File: config.mk
export PLATFORM = sky130hd
export DESIGN_NAME = delta_bitpack_block_decoder_top
export DESIGN_NICKNAME = d
export VERILOG_FILES = /design/src/rtl/dbd_pkg.sv /design/src/rtl/delta_bitpack_block_decoder_top.sv
export SDC_FILE = /design/constraint.sdc
export NUM_CORES = 1
export LEC_CHECK = 0
export ABC_AREA = 1
export BUFFER_PORTS_ARGS = -buffer_cell sky130_fd_sc_hd__buf_2
export CORE_UTILIZATION = 41
export CTS_CLUSTER_DIAMETER = 150
export DETAILED_ROUTE_END_ITERATION = 7
export PLACE_DENSITY = 0.64
export SETUP_SLACK_MARGIN = 0.15
export SYNTH_ARGS = -nofsm -noshare
export SYNTH_HDL_FRONTEND = slang
export SYNTH_SLANG_ARGS = --single-unit
File: constraint.sdc
create_clock -name i_clk -period 11.3 [get_ports i_clk]
set_input_delay 1.695 -clock i_clk [delete_from_list [all_inputs] [get_ports i_clk]]
set_output_delay 1.695 -clock i_clk [all_outputs]
set_load 0.02 [all_outputs]
File: src/rtl/dbd_pkg.sv
// Shared constants and types for the delta bit-pack block decoder.
// No dependencies; imported by delta_bitpack_block_decoder_top.
package dbd_pkg;

    localparam int VALUE_W       = 64;
    localparam int MAX_WIDTH_DEF = 64;
    localparam int BYTE_W        = 8;

    typedef logic [4:0] t_hcnt;

    // header byte counts at which a header field is complete
    localparam t_hcnt HB_COUNT = 5'd4;
    localparam t_hcnt HB_WIDTH = 5'd8;
    localparam t_hcnt HB_MIN   = 5'd16;
    localparam t_hcnt HB_FIRST = 5'd24;

    // bit positions in the result tuser
    localparam int USR_FIRST = 0;
    localparam int USR_LAST  = 1;
    localparam int USR_ERR   = 2;
    localparam int USR_W     = 3;

    typedef logic [USR_W-1:0] t_usr;

endpackage

File: src/rtl/delta_bitpack_block_decoder_top.sv
// Delta bit-pack block decoder: 24-byte header, then bit-serial delta extraction.
// Depends on dbd_pkg.
//
//  channel  | dir | tdata (low bit up)   | tuser (low bit up)                        | tlast
//  s_axis   | in  | byte_value[7:0]      | kind                                      | -
//  m_axis   | out | value[63:0]          | first_of_block, last_of_block, width_error | last_result
//
// Header beats and drain ticks are taken only when the output register can load. A payload
// beat is accepted first; then the byte shift register feeds its 8 bits into the delta register,
// one bit per cycle unless stalled; a delta completes on its last bit and loads one value.
// A full output register stalls the bit shifting only on the bit that completes a delta.
// Synchronous active-low reset returns to the header phase with no result pending.
module delta_bitpack_block_decoder_top #(
    parameter int MAX_WIDTH = dbd_pkg::MAX_WIDTH_DEF
) (
    input  logic                        i_clk,
    input  logic                        i_rst_n,
    input  logic                        s_axis_tvalid,
    output logic                        s_axis_tready,
    input  logic [dbd_pkg::BYTE_W-1:0]  s_axis_tdata,   // byte_value
    input  logic [0:0]                  s_axis_tuser,   // kind
    output logic                        m_axis_tvalid,
    input  logic                        m_axis_tready,
    output logic [dbd_pkg::VALUE_W-1:0] m_axis_tdata,   // value
    output logic [dbd_pkg::USR_W-1:0]   m_axis_tuser,   // first, last_of_block, width_error
    output logic                        m_axis_tlast    // last_result
);
    import dbd_pkg::*;

    localparam int W_BITS = $clog2(MAX_WIDTH + 2);

    typedef enum logic [1:0] {
        S_HDR,
        S_PAY_IDLE,
        S_PAY_SHIFT,
        S_DRAIN
    } t_state;

    t_state                r_state, n_state;
    t_hcnt                 r_hcnt, n_hcnt;
    logic [VALUE_W-1:0]    r_hshift, n_hshift;
    logic [31:0]           r_vleft, n_vleft;
    logic [W_BITS-1:0]     r_width, n_width;
    logic [VALUE_W-1:0]    r_min, n_min;
    logic [VALUE_W-1:0]    r_run, n_run;
    logic [MAX_WIDTH-1:0]  r_d, n_d;
    logic [W_BITS-1:0]     r_cnt, n_cnt;
    logic [BYTE_W-1:0]     r_byte, n_byte;
    logic [2:0]            r_bitidx, n_bitidx;
    logic                  r_ov, n_ov;
    logic [VALUE_W-1:0]    r_odata, n_odata;
    t_usr                  r_ouser, n_ouser;
    logic                  r_olast, n_olast;

    logic                  can_load;
    logic                  accept;
    logic                  kind;
    logic [VALUE_W-1:0]    hs_new;
    t_hcnt                 hcnt_new;
    logic [MAX_WIDTH-1:0]  d_new;
    logic [W_BITS-1:0]     cnt_new;
    logic [31:0]           vleft_dec;
    logic [2:0]            bits_after;

    assign can_load      = !r_ov || m_axis_tready;
    assign accept        = s_axis_tvalid && s_axis_tready;
    assign kind          = s_axis_tuser[0];
    assign hs_new        = {r_hshift[VALUE_W-BYTE_W-1:0], s_axis_tdata};
    assign hcnt_new      = r_hcnt + 5'd1;
    assign d_new         = (r_d << 1) | MAX_WIDTH'(r_byte[BYTE_W-1]);
    assign cnt_new       = r_cnt + W_BITS'(1);
    assign vleft_dec     = r_vleft - 32'd1;
    assign bits_after    = 3'd7 - r_bitidx;

    assign m_axis_tvalid = r_ov;
    assign m_axis_tdata  = r_odata;
    assign m_axis_tuser  = r_ouser;
    assign m_axis_tlast  = r_olast;

    always_comb begin
        case (r_state)
            S_HDR:       s_axis_tready = can_load;
            S_PAY_IDLE:  s_axis_tready = 1'b1;
            S_PAY_SHIFT: s_axis_tready = 1'b0;
            S_DRAIN:     s_axis_tready = can_load;
            default:     s_axis_tready = 1'b0;
        endcase
    end

    always_comb begin
        n_state  = r_state;
        n_hcnt   = r_hcnt;
        n_hshift = r_hshift;
        n_vleft  = r_vleft;
        n_width  = r_width;
        n_min    = r_min;
        n_run    = r_run;
        n_d      = r_d;
        n_cnt    = r_cnt;
        n_byte   = r_byte;
        n_bitidx = r_bitidx;
        n_ov     = r_ov && !m_axis_tready;
        n_odata  = r_odata;
        n_ouser  = r_ouser;
        n_olast  = r_olast;

        case (r_state)
            S_HDR: begin
                if (accept && !kind) begin
                    n_hshift = hs_new;
                    n_hcnt   = hcnt_new;
                    if (hcnt_new == HB_COUNT) begin
                        n_vleft = hs_new[31:0];
                    end else if (hcnt_new == HB_WIDTH) begin
                        n_width = (hs_new[31:0] > 32'(MAX_WIDTH)) ? W_BITS'(MAX_WIDTH + 1)
                                                                  : hs_new[W_BITS-1:0];
                    end else if (hcnt_new == HB_MIN) begin
                        n_min = hs_new;
                    end else if (hcnt_new == HB_FIRST) begin
                        n_run   = hs_new;
                        n_hcnt  = '0;
                        n_d     = '0;
                        n_cnt   = '0;
                        n_ov    = 1'b1;
                        n_olast = 1'b1;
                        if (r_width > W_BITS'(MAX_WIDTH)) begin
                            n_odata            = '0;
                            n_ouser            = '0;
                            n_ouser[USR_ERR]   = 1'b1;
                            n_ouser[USR_LAST]  = 1'b1;
                        end else begin
                            n_odata            = hs_new;
                            n_ouser            = '0;
                            n_ouser[USR_FIRST] = 1'b1;
                            n_ouser[USR_LAST]  = (r_vleft == 32'd0);
                            if (r_vleft == 32'd0) begin
                                n_state = S_HDR;
                            end else if (r_width == '0) begin
                                n_state = S_DRAIN;
                            end else begin
                                n_state = S_PAY_IDLE;
                            end
                        end
                    end
                end
            end
            S_PAY_IDLE: begin
                if (accept && !kind) begin
                    n_byte   = s_axis_tdata;
                    n_bitidx = '0;
                    n_state  = S_PAY_SHIFT;
                end
            end
            S_PAY_SHIFT: begin
                if (cnt_new != r_width || can_load) begin
                    n_byte   = r_byte << 1;
                    n_bitidx = r_bitidx + 3'd1;
                    if (r_bitidx == 3'd7) begin
                        n_state = S_PAY_IDLE;
                    end
                    if (cnt_new == r_width) begin
                        n_run              = r_run + r_min + VALUE_W'(d_new);
                        n_vleft            = vleft_dec;
                        n_d                = '0;
                        n_cnt              = '0;
                        n_ov               = 1'b1;
                        n_odata            = r_run + r_min + VALUE_W'(d_new);
                        n_ouser            = '0;
                        n_ouser[USR_LAST]  = (vleft_dec == 32'd0);
                        n_olast            = (vleft_dec == 32'd0)
                                          || (8'(r_width) > 8'(bits_after));
                        if (vleft_dec == 32'd0) begin
                            n_state = S_HDR;
                        end
                    end else begin
                        n_d   = d_new;
                        n_cnt = cnt_new;
                    end
                end
            end
            S_DRAIN: begin
                if (accept && kind) begin
                    n_run             = r_run + r_min;
                    n_vleft           = vleft_dec;
                    n_ov              = 1'b1;
                    n_odata           = r_run + r_min;
                    n_ouser           = '0;
                    n_ouser[USR_LAST] = (vleft_dec == 32'd0);
                    n_olast           = 1'b1;
                    if (vleft_dec == 32'd0) begin
                        n_state = S_HDR;
                    end
                end
            end
            default: begin
                n_state = S_HDR;
            end
        endcase
    end

    always_ff @(posedge i_clk) begin
        if (!i_rst_n) begin
            r_state <= S_HDR;
            r_hcnt  <= '0;
            r_ov    <= 1'b0;
        end else begin
            r_state <= n_state;
            r_hcnt  <= n_hcnt;
            r_ov    <= n_ov;
        end
        r_hshift <= n_hshift;
        r_vleft  <= n_vleft;
        r_width  <= n_width;
        r_min    <= n_min;
        r_run    <= n_run;
        r_d      <= n_d;
        r_cnt    <= n_cnt;
        r_byte   <= n_byte;
        r_bitidx <= n_bitidx;
        r_odata  <= n_odata;
        r_ouser  <= n_ouser;
        r_olast  <= n_olast;
    end

`ifndef ASSERT_OFF
    a_err_beat: assert property (@(posedge i_clk) disable iff (!i_rst_n)
        (m_axis_tvalid && m_axis_tuser[USR_ERR]) |->
        (m_axis_tdata == '0 && m_axis_tuser[USR_LAST] && !m_axis_tuser[USR_FIRST]
         && m_axis_tlast))
        else $error("width error beat malformed");

    a_first_tlast: assert property (@(posedge i_clk) disable iff (!i_rst_n)
        (m_axis_tvalid && m_axis_tuser[USR_FIRST]) |-> m_axis_tlast)
        else $error("first value not marked as last result of its beat");

    a_vleft_nz: assert property (@(posedge i_clk) disable iff (!i_rst_n)
        (r_state == S_PAY_IDLE || r_state == S_PAY_SHIFT || r_state == S_DRAIN)
        |-> (r_vleft != 32'd0))
        else $error("payload or drain phase with no values left");

    a_cnt_range: assert property (@(posedge i_clk) disable iff (!i_rst_n)
        (r_state == S_PAY_IDLE || r_state == S_PAY_SHIFT)
        |-> (r_cnt < r_width && r_width <= W_BITS'(MAX_WIDTH)))
        else $error("delta bit count out of range");
`endif

endmodule

; ---- Word-level counts from Yosys, hierarchy flattened
; Index checks and enable logic that the tools add are counted.
[totals]
out_inout_bits = 70
regBits = 380
inputBits = 13
wordCells = 169
[op_classes]
reduce_logical = 26
mux = 93
eq_ne = 22
order_cmp = 3
n_addsub = 7
n_bitwise = 3
[op_table]
columns = op, count
row1 = 64-bit 2-to-1 mux, 14
row2 = 63-bit 2-to-1 mux, 7
row3 = 64-bit case mux with 3 select lines, 2
row4 = 32-bit 2-to-1 mux, 5
row5 = 64-bit adder, 2
row6 = 63-bit case mux with 2 select lines, 1
row7 = 32-bit case mux with 3 select lines, 1
row8 = 32-bit logical NOT, 2
row9 = 64-bit by 1-bit bitwise OR with 64-bit output, 1
row10 = 7-bit 2-to-1 mux, 7
row11 = 3-bit 2-to-1 mux, 11
row12 = "32-bit by 7-bit greater-than comparator with 1-bit output, second input constant", 1
row13 = "32-bit by 1-bit subtractor with 32-bit output, second input constant", 1
row14 = 2-bit 2-to-1 mux, 15
row15 = "2-bit != test, second input constant", 12
row16 = 5-bit 2-to-1 mux, 4
row17 = 1-bit 2-to-1 mux, 16
row18 = 8-bit 2-to-1 mux, 2
row19 = 8-bit case mux with 2 select lines, 1
row20 = 7-bit case mux with 2 select lines, 1
row21 = "5-bit equality test, second input constant", 2
row22 = 10-bit AND reduction, 1
row23 = 1-bit case mux with 3 select lines, 3
row24 = 3-bit case mux with 3 select lines, 1
row25 = other kinds (31), 41

; ---- Depth between registers and ports, before layout
[logic_depth]
depth_word = 10
mapped_depth = 29
ltp_nobuf = 29

; ---- Worst setup path after synthesis
; Ideal clock, no wire load.
[synth_timing]
path_kind = input -> register
from = in m_axis_tready
to = reg r_min[0] (enable)
path_buffers = 0
setup_time_ns = 0.644
t_arrival_ns = 8.733
path_stages = 6
setup_slack_ns = 1.923
cell_sequence = nor2_1 -> o21ai_0 -> nand2_1 -> nor2_1 -> nand2_1 -> nor4_1
[synth_via]
elab_chain_cells = 5
[synth_lines]
columns = item, line
row1 = "start, declared", delta_bitpack_block_decoder_top.sv:23  ; input logic m_axis_tready,
row2 = 1-bit logical OR, delta_bitpack_block_decoder_top.sv:65  ; assign can_load = !r_ov || m_axis_tready;
row3 = 1-bit case mux with 3 select lines, delta_bitpack_block_decoder_top.sv:81  ; case (r_state)
row4 = named net s_axis_tready, delta_bitpack_block_decoder_top.sv:19  ; output logic s_axis_tready,
row5 = 1-bit logical AND, delta_bitpack_block_decoder_top.sv:66  ; assign accept = s_axis_tvalid && s_axis_tready;
row6 = 1-bit logical AND, delta_bitpack_block_decoder_top.sv:109  ; if (accept && !kind) begin
row7 = 5-bit AND reduction (no line), --
row8 = "end signal, assigned", delta_bitpack_block_decoder_top.sv:214  ; r_min <= n_min;
row9 = "end, declared", delta_bitpack_block_decoder_top.sv:44  ; logic [VALUE_W-1:0] r_min, n_min;
; The timed path passes the listed nets, and every way through them passes these cells.
; A chain may end at the register's enable or synchronous reset.

; ---- Worst setup path after layout
[layout_timing]
from = reg r_min[0]
to = reg r_odata[35] (netlist: m_axis_tdata[35]), data pin
[layout_via]
elab_chain_cells = 5
word_cells_on_any_way = 6
classes_between = add/sub: 2 / mux: 4
[layout_lines]
columns = item, line
row1 = 64-bit adder *, "delta_bitpack_block_decoder_top.sv:167, delta_bitpack_block_decoder_top.sv:186"
row2 = 64-bit adder, delta_bitpack_block_decoder_top.sv:167  ; n_odata = r_run + r_min + VALUE_W'(d_new);
row3 = 64-bit 2-to-1 mux, delta_bitpack_block_decoder_top.sv:161  ; if (cnt_new == r_width) begin
row4 = 64-bit 2-to-1 mux, delta_bitpack_block_decoder_top.sv:155  ; if (cnt_new != r_width || can_load) begin
row5 = 64-bit case mux with 3 select lines *, delta_bitpack_block_decoder_top.sv:107  ; case (r_state)
row6 = named net n_odata[35], delta_bitpack_block_decoder_top.sv:51  ; logic [VALUE_W-1:0] r_odata, n_odata;
row7 = "end signal, assigned", delta_bitpack_block_decoder_top.sv:220  ; r_odata <= n_odata;
row8 = "end, declared", delta_bitpack_block_decoder_top.sv:51
; The timed path passes the listed nets; every way through them passes the cells marked *. The select of a mux whose other input is x is not followed.

==> run metrics <==
cell seen most often among critical-path stages=nand2_1; DRT iter0 DRCs=1,981; Clock Skew=0.0322 ns; Yosys top cell area share=44.6%; crit path max fanout=5; Diodes inserted=0; number of synthesized flops with an enable pin=372; global-route usage over all layers=25.9%; min cycle time layout=5.49 ns; FILL cells=6,063; TritonCTS Buffers=43; Ports=83; Final Hold Violating Endpoints=0; vias=21,700; Syn Nets=3,265; Worst path slowest cell=o21ai_0; M3 GR Usage=3.25%; maximum vdd ir drop=0.000115 V; Via density=5.40; Initial Utilization=41.5%; M2 GR Usage=43.1%; grt met1 use=33.5%; Setup Buffers After CTS=0; busiest layer in global routing=met2; Routed wire per std cell=20.3 um; vias in the first global route=20,700; kind of critical path=reg -> reg; post-layout util=46.0%; Net count, final=3,364; CTS tree=built; Root Driver=clkbuf_16; Critical path buffers and inverters=1; cell chain of the critical path=ha_1, fa_1, nand2_1, a21oi_2, nand3_1, nand2_1, a21oi_1, o21ai_1, nand2_1, nand2_1, xor2_1, ha_1, a21oi_1, o21a_1, nor2_1, nor2_1, o21ai_0, a21oi_1, inv_1, nand2_1, nand2_1, o21ai_0, nand3_1; DP Wirelength=64,800 um; Synth async-reset ratio=0%; reg2reg path depth=23; top post-synthesis cells by area=edfxtp_1, nand2_1, ha_1; Tcrit/Tclk final=48.6%; Yosys top cell by area=edfxtp_1; Post-route DRC=0; hold crit path type=reg -> reg; Largest delay share family, worst path=compound AO/OA/AOI/OAI gates; Final GP Congestion=1.04; Netlist Area Pre-Place=25,100 um2; layout cell share with drive strength beyond 1=6.68%; synth warn=0; Overflow after GRT=0; Pwr per Cell Area=107 nW/um2; antenna-violating nets left=0; max_slew headroom=27.5%; top_reg_cell synth=edfxtp_1; launching element type of the critical path=flop; H-tree Lvls=2; # hold bufs at CTS=0; reg-to-reg critical path startpoint=r_min[0]; CP Depth=23; status=finished, final reports clean; Worst Max-Slew Pin Slew=1.09 ns; Pins Over Slew Limit=0; largest net degree at the start of global routing=74; Syn-to-layout area delta=10.9%; # rows=90; Max Clk Rate=182 MHz; Syn Area/Cell=8.08 um2; Cells after Synth=3,102; Die W=249 um; CP arrival=5.78 ns; Critical Path End Type=flop; first-pass GRT wire length=123,000 um; antenna violations before repair=1; unrepaired setup endpoints after global routing=no; top post-synthesis cells by count=nand2_1, nor2_1, inv_1, edfxtp_1, a21oi_1; Core ar.=60,400 um2; Synth cell types=53; hold-critical path depth=0; CTS sink cnt=380; Static Leak=11.3 nW; # Max-Cap Violations=0; Setup TNS=0 ns; Crit path required time=11.58 ns; die area=62,100 um2; Crit. Startpoint=r_min[0]; worst setup path end=m_axis_tdata[35]; clk_lat worst skew=0.60 ns; FF-to-FF setup slack=5.81 ns; Die Span Y=249 um; WL final=81,500 um; Clk pin slew, worst setup/hold paths=0.06 ns; Yosys reg bits=380; register area share after synthesis=45.2%; FF-to-FF End=m_axis_tdata[35]; Worst Hold Launch=r_hshift[53]; most frequent cell after synthesis=nand2_1; Setup Viol. Count Final=0; Worst path max stage delay=0.51 ns; Port Buffers=82; Longest Clk Path Bufs=3; TritonRoute pass-1 iters=5; post_cts resized=0
## worst min-delay path by stage
| stage | endpoint | slack (ns) |
|---|---|---|
| 6_report | r_min[61] | 0.47 |
| 2_1_floorplan | r_min[57] | 0.43 |
| 3_3_place_gp | r_min[60] | 0.45 |
| 3_5_place_dp | r_min[61] | 0.46 |
| 5_1_grt | r_min[57] | 0.49 |
| 4_1_cts | r_min[61] | 0.47 |
## report_power, final
group	leakage [nW]	switching, mW	internal [mW]
registers	3.50	0.0128	1.55
clock network	0.656	0.598	0.777
logic	7.19	0.0310	0.0137
total	11.3	0.641	2.34
## layer usage
layer / vias to the layer above / wire (um)
met3: 155 / 4910
li1: 10700 / -
met1: 10100 / 34600
met2: 721 / 37800
met5: - / 0
met4: 0 / 4120
## cells in the final DEF (no fill, tap or decap), drive strengths merged, types with 58 or more instances in the layout
| cell | count |
|---|---|
| nand2 | 674 |
| nor2 | 443 |
| inv | 424 |
| edfxtp | 372 |
| a21oi | 232 |
| o21ai | 225 |
| nand3 | 209 |
| ha | 148 |
| buf | 96 |
| xor2 | 58 |
## registers in the layout (all words and copies together), names as in the netlist
name	flops
m_axis_tvalid	1
r_min	64
r_state	2
r_byte	8
r_cnt	7
m_axis_tdata	64
r_d	63
r_run	64
m_axis_tlast	1
r_bitidx	3
r_vleft	32
r_hshift	56
r_hcnt	5
m_axis_tuser	3
r_width	7
## through the flow
step	power [mW]	worst slack (ns)	area, um2	hold slack (ns)	instances
after detailed placement	1.64	5.92	26400	0.455	3938
after CTS	3.01	5.88	27800	0.469	4017
after global placement	1.64	5.97	26400	0.454	3938
after floorplan	1.61	1.92	25100	0.427	3102
after global routing	3.06	5.60	27800	0.486	4017
final	2.98	5.81	27800	0.470	4017
## logic make-up after synthesis
logic type	Yosys count	share of synthesized area (%)
flops	380	45.2
compound gates	581	12.8
buf+inv	464	6.97
simple gates	1453	24.7
xor+xnor	74	2.68
fa+ha+maj	150	7.55
## worst reg2reg max path, delay by kind of cell, from the launching register on
kind	cells	cell delay (ns)
AO/OA/AOI/OAI	8	2.10
AND/OR/NAND/NOR	10	1.11
adder cells (fa/ha/maj)	3	1.01
XOR/XNOR	1	0.44
flip-flops	1	0.37
buffers and inverters	1	0.15
## area by class of cell
type	instances	area, um2	share of cell area (%)
clock buffer	53	1110	4.01
clock inverter	26	254	0.914
inverter	422	1580	5.70
multi-input combinational	2258	12000	43.2
sequential	380	11300	40.8
tap	782	978	3.52
timing repair buffer	96	515	1.85
Power figures use the tool's default switching activity.
